`src/rtl/core/fhm_pkg.sv`:
```
package fhm_pkg;

  // request opcodes
  localparam logic [1:0] OP_LOOKUP = 2'd0;
  localparam logic [1:0] OP_INSERT = 2'd1;
  localparam logic [1:0] OP_CLEAR  = 2'd2;

  // response status codes
  localparam logic [1:0] ST_OK   = 2'd0;
  localparam logic [1:0] ST_MISS = 2'd1;
  localparam logic [1:0] ST_FULL = 2'd2;
  localparam logic [1:0] ST_ZERO = 2'd3;

  // commands handed from front to back
  localparam logic [1:0] CMD_LOOKUP = 2'd0;
  localparam logic [1:0] CMD_INSERT = 2'd1;
  localparam logic [1:0] CMD_CLEAR  = 2'd2;
  localparam logic [1:0] CMD_RESULT = 2'd3;

  // murmur finalizer constants
  localparam logic [63:0] FMIX_C1 = 64'hff51afd7ed558ccd;
  localparam logic [63:0] FMIX_C2 = 64'hc4ceb9fe1a85ec53;
  localparam int FMIX_SHIFT = 33;
  localparam int KEY_SHIFT  = 3;

  // load limit: insert refused once (count + 1) * LOAD_DEN >= slots * LOAD_NUM
  localparam int LOAD_NUM = 7;
  localparam int LOAD_DEN = 10;

  typedef struct packed {
    logic [1:0]  cmd;
    logic [1:0]  status;
    logic [63:0] key;
    logic [63:0] value;
  } entry_t;

endpackage

```
`src/rtl/core/fhm_queue.sv`:
```
module fhm_queue #(
  parameter int AW = 10
) (
  input  logic            clk,
  input  logic            rst,
  input  fhm_pkg::entry_t push_ent,
  input  logic [AW-1:0]   push_home,
  input  logic            push_valid,
  output logic            push_ready,
  output fhm_pkg::entry_t pop_ent,
  output logic [AW-1:0]   pop_home,
  output logic            pop_valid,
  input  logic            pop_ready
);
  import fhm_pkg::*;

  entry_t        ents  [2];
  logic [AW-1:0] homes [2];
  logic          wr_ptr;
  logic          rd_ptr;
  logic [1:0]    fill;
  logic          do_push;
  logic          do_pop;

  assign push_ready = (fill != 2'd2);
  assign pop_valid  = (fill != 2'd0);
  assign do_push    = push_valid && push_ready;
  assign do_pop     = pop_valid && pop_ready;

  // pointers and fill level
  always_ff @(posedge clk) begin
    if (rst) begin
      wr_ptr <= 1'b0;
      rd_ptr <= 1'b0;
      fill   <= 2'd0;
    end else begin
      if (do_push) wr_ptr <= ~wr_ptr;
      if (do_pop)  rd_ptr <= ~rd_ptr;
      if (do_push && !do_pop)      fill <= fill + 2'd1;
      else if (!do_push && do_pop) fill <= fill - 2'd1;
    end
  end

  // storage
  always_ff @(posedge clk) begin
    if (do_push) begin
      ents[wr_ptr]  <= push_ent;
      homes[wr_ptr] <= push_home;
    end
  end

  assign pop_ent  = ents[rd_ptr];
  assign pop_home = homes[rd_ptr];

endmodule

```
`config.mk`:
```
export PLATFORM = sky130hd
export DESIGN_NAME = fhm_queue
export DESIGN_NICKNAME = d
export VERILOG_FILES = /design/src/rtl/core/fhm_pkg.sv /design/src/rtl/core/fhm_queue.sv
export SDC_FILE = /design/constraint.sdc
export NUM_CORES = 1
export LEC_CHECK = 0
export BUFFER_PORTS_ARGS = -buffer_cell sky130_fd_sc_hd__buf_4
export CAP_MARGIN = 25
export CORE_MARGIN = 1.5
export CORE_UTILIZATION = 40
export DETAILED_ROUTE_END_ITERATION = 10
export PLACE_DENSITY = 0.65
export SETUP_SLACK_MARGIN = 0.2
export SYNTH_ARGS = -nofsm -noshare
export SYNTH_HDL_FRONTEND = slang
export SYNTH_SLANG_ARGS = --single-unit
export TNS_END_PERCENT = 1
```
`constraint.sdc`:
```
create_clock -name clk -period 10.34 [get_ports clk]
set_input_delay 0 -clock clk [delete_from_list [all_inputs] [get_ports clk]]
set_output_delay 0 -clock clk [all_outputs]
set_load 0.02 [all_outputs]
```
==> out/metrics.cfg <==
[place]
placed_area_um2=13300
hpwlAfterDp_mm=14.1
portBuffers=289
place_congestion=0.754

[synthesis]
syn_inst=466
ys.flop_type=edfxtp_1
ys.warnings.count=0
synth.cell_area_um2=10800
synth_nets=613
yosysTopAreaCell=edfxtp_1
ys_seq_area_frac=0.799
synth_seq_cells=289
postSynthAreaPerCell_um2=23.2
synthArstFlopShare=0
synth_most_common_cell=edfxtp_1
synth_edf_count=284
synth_cell_types=19
yosysTopAreaCellShare=0.790
synthTopCellsByArea=edfxtp_1 79%, mux2_4 11%, mux2_2 6.5%
synth_commonest_cells=284 x edfxtp_1, 80 x mux2_4, 62 x mux2_2

[die]
fp-row-count=59
io_pins=290
die_w_um=167
die_h_um=167
start_util=0.411
dieArea_um2=28000
coreArea_um2=26300

[global_routing]
grt_util_met1=0.187
grt_max_degree=81
globalRoute.totalOverflow=0
use_met3=0.0489
use_met2=0.284
grt_pass1_vias=6532
track_usage=0.159
busiest_layer=met2
grt_pass1_wl_mm=34.8
antenna_found_initial=0

[clocking]
cts_resized=0
clock_latency_ps=530
cts_num_sinks=289
cts_max_level=1
clock_path_buffers=3
clk_pin_slew_ps=60
clock_tree.root_cell=clkbuf_16
numCtsBuffers=29
cts_tree=built

[power]
p_per_area_nw_per_um2=234
ir_drop_uv=190
p_leak_nw=6.05
total_power_w=0.00369

[critical_path]
critPathKind=reg2reg
critPathRequiredTime_ps=10520
path_cells=nand2b_1 > and3_4 > buf_4 > buf_16
crit_fanout=70
cp-end-kind=register
cp-startpoint=fill[0]
path_buf_inv=2
crit_family=simple AND/OR/NAND/NOR gates
slowest_delay_ps=790
critPathSlowestCell=and3_4
startpoint_type=register
r2r_start=fill[0]
cp.arrival_ps=2880

[timing]
tns_ps=0
setup_viol=0
period_share=0.261
finalHoldViolations=0
slew_headroom=0.331
finalClockSkew_ps=7.05
finalMaxSlewViolations=0
rsz0062_at_grt=false
max_slew.worst_pin.slew_ps=1000
layout_min_cycle_time_ps=2700
fmax_ghz=0.370

[finish]
final_area_um2=15700
n_antenna_cell=0
drive_gt1_frac=0.515
nets=1069
area_delta_synth_final_pct=45.9

[routing]
drc_errors=0
num_vias=5980
ant_nets=0
wl_per_cell_um=18.0
viasPerCell=4.68
first_pass_iters=4
drt-initial-drc-count=377
wl_mm=23.0

[worst_hold_path]
min_from=push_ent[106]
hp-class=in2reg

[outcome]
status=complete, no violations

[run]
drv_cap=0

flip-flops by register name (all words and copies together), names as in the netlist, named ones only:
name / count
wr_ptr: 1
rd_ptr: 1
fill: 2
homes: 20
ents: 264
metal layers:
metal  up-vias  part of all wire
li1       2765                 -
met3        42             0.083
met1      2931              0.39
met4         0             0.019
met5         -                 0
met2       242              0.51
placed cells by master (no fill, tap or decap), types with 2 or more instances in the layout:
cell type	instances
mux2_4	80
clkinv_2	6
clkbuf_16	29
dfxtp_1	4
a21oi_1	2
buf_16	2
nor2_1	3
xor2_1	3
clkinvlp_4	4
dlygate4sd3_1	146
mux2_2	62
o21ai_0	2
clkbuf_1	3
clkinv_1	6
buf_4	293
edfxtp_1	284
bufinv_16	4
per-stage QoR:
step	std cells	worst slack, ps	utilization	hold WS, ps
floorplan	466	5780	-	69.1
global placement	1078	7560	0.505	185
detailed placement	1078	7400	0.505	187
CTS	1277	7360	0.597	163
global route	1279	7510	0.599	174
finish	1279	7640	0.599	194
path summary, 6_finish.rpt:
kind / to / slack, ps / depth (start not counted)
worst min register to register: rd_ptr / 580 / 2
worst min-delay path: ents[1][106] / 190 / 2
worst max register to register: ents[1][34] / 7640 / 4
worst max-delay path: ents[1][34] / 7640 / 4
logic make-up after synthesis:
kind of cell / count (synthesis) / synth area share
muxes: 142 / 0.176
buffers and inverters: 17 / 0.0136
AOI/OAI and AO/OA: 5 / 0.00278
and+or+nand+nor: 9 / 0.00464
xor gates and xnor gates: 3 / 0.00243
DFF: 289 / 0.799
adders and majority gates: 1 / 0.00116
power by group:
group,switching [W],leakage [nW],internal (W),total [W]
logic,0.000580,2.90,0.000558,0.00114
registers,0.0000532,2.69,0.00146,0.00152
clock network,0.000423,0.455,0.000612,0.00103
total,0.00106,6.05,0.00263,0.00369
area by class of cell:
type | instances | area (um2)
Tap cell | 335 | 419
Inverter | 1 | 8.76
Multi-Input combinational cell | 160 | 2020
Clock inverter | 21 | 211
Fill cell | 1856 | 10500
Sequential cell | 289 | 8630
Clock buffer | 32 | 737
Timing Repair Buffer | 441 | 3720
repair_timing:
| action | 4_1_cts | 5_1_grt |
|---|---|---|
| hold buffers | 146 | 0 |
| hold endpoints to repair | 289 | 0 |
| buffers inserted | 0 | 0 |
(Power assumes the default switching activity.)
