## src/rtl/core/fhm_pkg.sv

```systemverilog
package fhm_pkg;

  // request opcodes
  localparam logic [1:0] OP_LOOKUP = 2'd0;
  localparam logic [1:0] OP_INSERT = 2'd1;
  localparam logic [1:0] OP_CLEAR  = 2'd2;

  // response status codes
  localparam logic [1:0] ST_OK   = 2'd0;
  localparam logic [1:0] ST_MISS = 2'd1;
  localparam logic [1:0] ST_FULL = 2'd2;
  localparam logic [1:0] ST_ZERO = 2'd3;

  // commands handed from front to back
  localparam logic [1:0] CMD_LOOKUP = 2'd0;
  localparam logic [1:0] CMD_INSERT = 2'd1;
  localparam logic [1:0] CMD_CLEAR  = 2'd2;
  localparam logic [1:0] CMD_RESULT = 2'd3;

  // murmur finalizer constants
  localparam logic [63:0] FMIX_C1 = 64'hff51afd7ed558ccd;
  localparam logic [63:0] FMIX_C2 = 64'hc4ceb9fe1a85ec53;
  localparam int FMIX_SHIFT = 33;
  localparam int KEY_SHIFT  = 3;

  // load limit: insert refused once (count + 1) * LOAD_DEN >= slots * LOAD_NUM
  localparam int LOAD_NUM = 7;
  localparam int LOAD_DEN = 10;

  typedef struct packed {
    logic [1:0]  cmd;
    logic [1:0]  status;
    logic [63:0] key;
    logic [63:0] value;
  } entry_t;

endpackage

```

## src/rtl/core/fhm_if.sv

```systemverilog
// request channel
interface fhm_req_if;
  logic        valid;
  logic        ready;
  logic [1:0]  opcode;
  logic [63:0] key;
  logic [63:0] new_value;

  modport source (output valid, opcode, key, new_value, input ready);
  modport sink   (input valid, opcode, key, new_value, output ready);
endinterface


```

## src/rtl/core/fhm_hash.sv

```systemverilog
module fhm_hash (
  input  logic        clk,
  input  logic        rst,
  input  logic        start,
  input  logic [63:0] key,
  output logic        done,
  output logic [63:0] hash
);
  import fhm_pkg::*;

  logic [63:0] h;
  logic [63:0] acc;
  logic [63:0] prod;
  logic [63:0] mul_full;
  logic [31:0] mul_a;
  logic [31:0] mul_b;
  logic [63:0] coef;
  logic [63:0] key_sh;
  logic [2:0]  step;
  logic        round;
  logic        busy;

  assign key_sh = key >> KEY_SHIFT;
  assign coef   = round ? FMIX_C2 : FMIX_C1;

  // operand select for the shared 32x32 multiplier
  always_comb begin
    mul_a = h[31:0];
    mul_b = coef[31:0];
    case (step)
      3'd1:    mul_b = coef[63:32];
      3'd2:    mul_a = h[63:32];
      default: ;
    endcase
  end

  assign mul_full = mul_a * mul_b;

  // control: busy flag, step and round counters, done pulse
  always_ff @(posedge clk) begin
    if (rst) begin
      busy  <= 1'b0;
      step  <= 3'd0;
      round <= 1'b0;
      done  <= 1'b0;
    end else begin
      done <= !start && busy && (step == 3'd4) && round;
      if (start) begin
        busy  <= 1'b1;
        step  <= 3'd0;
        round <= 1'b0;
      end else if (busy) begin
        if (step == 3'd4) begin
          step <= 3'd0;
          if (round) begin
            busy <= 1'b0;
          end else begin
            round <= 1'b1;
          end
        end else begin
          step <= step + 3'd1;
        end
      end
    end
  end

  // datapath: low 64 bits of h * coef from three partial products
  always_ff @(posedge clk) begin
    if (start) begin
      h <= key_sh ^ (key_sh >> FMIX_SHIFT);
    end else if (busy) begin
      unique case (step)
        3'd0: prod <= mul_full;
        3'd1: begin
          prod <= mul_full;
          acc  <= prod;
        end
        3'd2: begin
          prod <= mul_full;
          acc  <= acc + {prod[31:0], 32'd0};
        end
        3'd3: acc <= acc + {prod[31:0], 32'd0};
        3'd4: h <= acc ^ (acc >> FMIX_SHIFT);
        default: ;
      endcase
    end
  end

  assign hash = h;

endmodule

```

## src/rtl/core/fhm_front.sv

```systemverilog
module fhm_front #(
  parameter int AW = 10
) (
  input  logic            clk,
  input  logic            rst,
  fhm_req_if.sink         req,
  input  logic            init_done,
  output fhm_pkg::entry_t push_ent,
  output logic [AW-1:0]   push_home,
  output logic            push_valid,
  input  logic            push_ready
);
  import fhm_pkg::*;

  localparam logic [1:0] F_IDLE = 2'd0;
  localparam logic [1:0] F_HASH = 2'd1;
  localparam logic [1:0] F_PUSH = 2'd2;

  logic [1:0]  state;
  entry_t      ent;
  logic [AW-1:0] home;
  logic        accept;
  logic        need_hash;
  logic        hash_done;
  logic [63:0] hash;

  assign req.ready = (state == F_IDLE) && init_done;
  assign accept    = req.valid && req.ready;
  assign need_hash = ((req.opcode == OP_LOOKUP) || (req.opcode == OP_INSERT))
                     && (req.key != 64'd0);

  fhm_hash u_hash (
    .clk   (clk),
    .rst   (rst),
    .start (accept && need_hash),
    .key   (req.key),
    .done  (hash_done),
    .hash  (hash)
  );

  // sequencer: accept, wait for hash when one is needed, hand over to queue
  always_ff @(posedge clk) begin
    if (rst) begin
      state <= F_IDLE;
    end else begin
      unique case (state)
        F_IDLE: if (accept) state <= need_hash ? F_HASH : F_PUSH;
        F_HASH: if (hash_done) state <= F_PUSH;
        F_PUSH: if (push_ready) state <= F_IDLE;
        default: state <= F_IDLE;
      endcase
    end
  end

  // classify the accepted request; latch the home slot when the hash is done
  always_ff @(posedge clk) begin
    if (accept) begin
      ent.key    <= req.key;
      ent.value  <= req.new_value;
      unique case (req.opcode)
        OP_LOOKUP: begin
          ent.cmd <= need_hash ? CMD_LOOKUP : CMD_RESULT;
          ent.status <= need_hash ? ST_OK : ST_MISS;
        end
        OP_INSERT: begin
          ent.cmd <= need_hash ? CMD_INSERT : CMD_RESULT;
          ent.status <= need_hash ? ST_OK : ST_ZERO;
        end
        OP_CLEAR: begin
          ent.cmd    <= CMD_CLEAR;
          ent.status <= ST_OK;
        end
        default: begin
          ent.cmd    <= CMD_RESULT;
          ent.status <= ST_OK;
        end
      endcase
    end
    if (hash_done) home <= hash[AW-1:0];
  end

  assign push_ent   = ent;
  assign push_home  = home;
  assign push_valid = (state == F_PUSH);

endmodule

```

## src/flat_wrapper.sv

```systemverilog
// flat-port wrapper written by rule: the top's interface ports become plain ports
module fhm_front_flat import fhm_pkg::*;
#(
  parameter int AW = 10
)
  (clk, rst, init_done, push_ent, push_home, push_valid, push_ready, req_valid, req_opcode, req_key, req_new_value, req_ready);
  fhm_req_if req_i ();
  input  logic clk;
  input  logic rst;
  input  logic init_done;
  output fhm_pkg::entry_t push_ent;
  output logic [AW-1:0] push_home;
  output logic push_valid;
  input  logic push_ready;
  input wire logic [$bits(req_i.valid)-1:0] req_valid;
  input wire logic [$bits(req_i.opcode)-1:0] req_opcode;
  input wire logic [$bits(req_i.key)-1:0] req_key;
  input wire logic [$bits(req_i.new_value)-1:0] req_new_value;
  output wire logic [$bits(req_i.ready)-1:0] req_ready;
  assign req_i.valid = req_valid;
  assign req_i.opcode = req_opcode;
  assign req_i.key = req_key;
  assign req_i.new_value = req_new_value;
  assign req_ready = req_i.ready;
  fhm_front #(.AW(AW)) u_core (.clk(clk), .rst(rst), .req(req_i), .init_done(init_done), .push_ent(push_ent), .push_home(push_home), .push_valid(push_valid), .push_ready(push_ready));
endmodule
```

## config.mk

```make
export PLATFORM = sky130hd
export DESIGN_NAME = fhm_front_flat
export DESIGN_NICKNAME = d
export VERILOG_FILES = /design/src/rtl/core/fhm_pkg.sv /design/src/rtl/core/fhm_if.sv /design/src/rtl/core/fhm_hash.sv /design/src/rtl/core/fhm_front.sv /design/src/flat_wrapper.sv
export SDC_FILE = /design/constraint.sdc
export NUM_CORES = 2
export LEC_CHECK = 0
export ABC_AREA = 1
export BUFFER_PORTS_ARGS = -buffer_cell sky130_fd_sc_hd__buf_2
export CAP_MARGIN = 20
export CELL_PAD_IN_SITES_DETAIL_PLACEMENT = 0
export CELL_PAD_IN_SITES_GLOBAL_PLACEMENT = 1
export CORE_ASPECT_RATIO = 0.5
export CORE_MARGIN = 4
export CORE_UTILIZATION = 49
export DETAILED_ROUTE_END_ITERATION = 6
export PLACE_DENSITY = 0.85
export SLEW_MARGIN = 20
export SYNTH_ARGS = -nofsm -noshare
export SYNTH_HDL_FRONTEND = slang
export SYNTH_SLANG_ARGS = --single-unit
```

## constraint.sdc

```tcl
create_clock -name clk -period 9.45 [get_ports clk]
set_input_delay 0 -clock clk [delete_from_list [all_inputs] [get_ports clk]]
set_output_delay 0 -clock clk [all_outputs]
set_load 0.01 [all_outputs]
```

==> results_dict.tcl <==
set metrics [dict create \
    status "complete, no violations" \
    via_per_inst 5.26 \
    drt_iter0_drc 4165 \
    cp_slowest_cell "fa_1" \
    synth_edf_count 334 \
    cpMostUsedCell "inv_1" \
    antenna_found_initial 7 \
    routabilityCongestion 1.04 \
    drive_gt1_share_pct 10.9 \
    overflow 0 \
    routedWlPerCell_um 24.7 \
    cpPeakStageDelay_ps 600 \
    synth-seq-cells 342 \
    drv_cap 0 \
    cts.reportedPaths.clkPinSlew_ps 70 \
    cts_setup_buffers 0 \
    cts_buffers 39 \
    finalCriticalPeriod_ps 9020 \
    rows 80 \
    cts.path.max_buffers 3 \
    mostFrequentLayoutCells "inv_1, nand2_1, fa_1, nor2_1, ha_1" \
    max_slew_margin_pct 28.1 \
    worst-setup-path-type "flop to flop" \
    postRouteAntennaNets 0 \
    cts_tree "done" \
    avgSynthCellArea_um2 8.72 \
    syn_to_final_growth_pct 15.0 \
    die_x_um 447 \
    first_pass_iters 6 \
    rsz0062_at_grt "false" \
    start_util_pct 49.5 \
    ctsRootBufferMaster "clkbuf_16" \
    fin_worst_skew_ps 25.7 \
    met2_usage_pct 50.2 \
    grt_pass1_wl_um 262000 \
    ys.flop_type "edfxtp_1" \
    clock-sinks 342 \
    syn_inst 5428 \
    drt-total-wl_um 181000 \
    die_area_mm2 0.102 \
    r2r_setup_slack_ps 430 \
    clock.fmax_ghz 0.111 \
    drcViolationCount 0 \
    nFillCells 8607 \
    seq_area_mm2 0.0102 \
    insertedDiodeCount 0 \
    startpoint_type "flop" \
    port_buffers 278 \
    insertion_delay_ps 570 \
    dp_hpwl_um 156000 \
    min-delay-path-class "input port to flop" \
    grt_util_met3_pct 12.8 \
    num_io_pins 279 \
    synth_fp_nets 6732 \
    grt_max_degree 97 \
    multiInputGateArea_mm2 0.0311 \
    cp_num_buf_inv 14 \
    grt_use_total_pct 35.4 \
    layout.nets 7319 \
    finalCritPeriodShare_pct 95.4 \
    setup_viol 0 \
    tns_ps 0 \
    cp.arrival_ps 9430 \
    coreArea_mm2 0.0956 \
    final_common_cell "inv_1" \
    synth.cell_area_mm2 0.0473 \
    seq_area_frac_synth_pct 21.5 \
    ys_types 43 \
    first_global_vias 39656 \
    required_ps 9870 \
    dieHeight_um 228 \
    cp_max_fo 25 \
    synthArstFlopShare_pct 0 \
    cpLargestDelayFamily "adder cells" \
    vias 38471 \
    slew_viol_final 0 \
    cp-end-kind "flop" \
    cts_max_level 2 \
    ys_warn_count 0 \
    gr-max-usage-layer "met1" \
    hold_viol_final 0 \
    use_met1_pct 51.4 \
    worst_pin_slew_ps 1080 \
]
==> what timing repair did <==
action | in CTS | in global routing
setup endpoints to repair | 0 | 3
hold buffers | 132 | 0
gates resized for setup | 0 | 1
hold endpoints to repair | 198 | 0
==> synthesized netlist by cell type, types with 4 or more instances <==
| cell | count | area share, % |
|---|---|---|
| xor2_1 | 109 | 2.0 |
| o22ai_1 | 4 | 0.053 |
| fa_1 | 769 | 33 |
| nor2_2 | 5 | 0.066 |
| nor2_1 | 479 | 3.8 |
| inv_1 | 1497 | 12 |
| buf_2 | 35 | 0.37 |
| inv_2 | 13 | 0.10 |
| nor3_1 | 23 | 0.24 |
| o21ai_0 | 140 | 1.5 |
| nand3b_1 | 13 | 0.21 |
| o21ai_2 | 12 | 0.22 |
| xnor2_1 | 64 | 1.2 |
| a21oi_1 | 75 | 0.79 |
| o21ai_4 | 9 | 0.31 |
| ha_1 | 400 | 11 |
| dfxtp_1 | 8 | 0.34 |
| edfxtp_1 | 334 | 21 |
| a21o_1 | 15 | 0.24 |
| clkbuf_1 | 49 | 0.39 |
| nand2_1 | 1135 | 9.0 |
| or2_2 | 33 | 0.44 |
| buf_1 | 8 | 0.063 |
| nand3_1 | 106 | 1.1 |
| nand4_1 | 19 | 0.25 |
| o21ai_1 | 9 | 0.095 |
| o21bai_1 | 38 | 0.60 |
==> cell type report <==
class	instances	share of cell area, %
timing repair buffer	642	8.37
clock buffer	47	1.94
sequential	342	18.7
clock inverter	24	0.515
inverter	1511	10.4
multi-input combinational	3479	57.1
tap	1271	2.92
==> flip-flops by register name (all words and copies together) (netlist names) <==
name,count
u_core.u_hash.acc,64
u_core.state,2
u_core.u_hash.done,1
u_core.push_ent,132
u_core.u_hash.busy,1
u_core.push_home,10
u_core.u_hash.step,3
u_core.u_hash.prod,64
u_core.u_hash.hash,64
u_core.u_hash.round,1
==> final timing paths <==
| path | startpoint | to | cells past startpoint |
|---|---|---|---|
| worst max-delay path | u_core.u_hash.step[0]$_SDFFE_PP0P_ | u_core.u_hash.prod[33]$_DFFE_PP_ | 39 |
| worst min-delay path | req_new_value[53] | u_core.push_ent[53]$_DFFE_PP_ | 2 |
| worst max register to register | u_core.u_hash.step[0]$_SDFFE_PP0P_ | u_core.u_hash.prod[33]$_DFFE_PP_ | 39 |
| worst min register to register | u_core.u_hash.hash[1]$_DFFE_PP_ | u_core.push_home[1]$_DFFE_PP_ | 0 |
==> metal layers <==
layer  part of all wire, %  routed length [um]  up-vias
li1                      -                   -    17239
met1                    43               77900    19038
met4                   2.7                4820        4
met3                    13               24200      208
met5                 0.017                  30        -
met2                    41               73900     1982
==> cells by family after synthesis <==
group / Yosys count / share of synthesized area, %
simple gates: 1824 / 15.3
buf+inv: 1607 / 12.9
fa+ha+maj: 1169 / 43.1
flops: 342 / 21.5
compound gates: 312 / 3.96
xor+xnor: 173 / 3.20
other cells: 1 / 0.00792
==> stage by stage <==
| stage | hold WS (ps) | setup WS, ps | instances | util, % | instance area (um2) |
|---|---|---|---|---|---|
| after floorplan | 69.1 | 1150 | 5428 | - | 47300 |
| after global placement | 177 | 503 | 7112 | 54.1 | 51700 |
| after detailed placement | 178 | 468 | 7112 | 54.1 | 51700 |
| after CTS | 144 | 439 | 7315 | 56.9 | 54400 |
| after global routing | 158 | 82.6 | 7316 | 56.9 | 54400 |
| final | 165 | 434 | 7316 | 56.9 | 54400 |
Power is not shown: default switching activity piles up to over one toggle a cycle in this logic, so the estimate is an artifact.
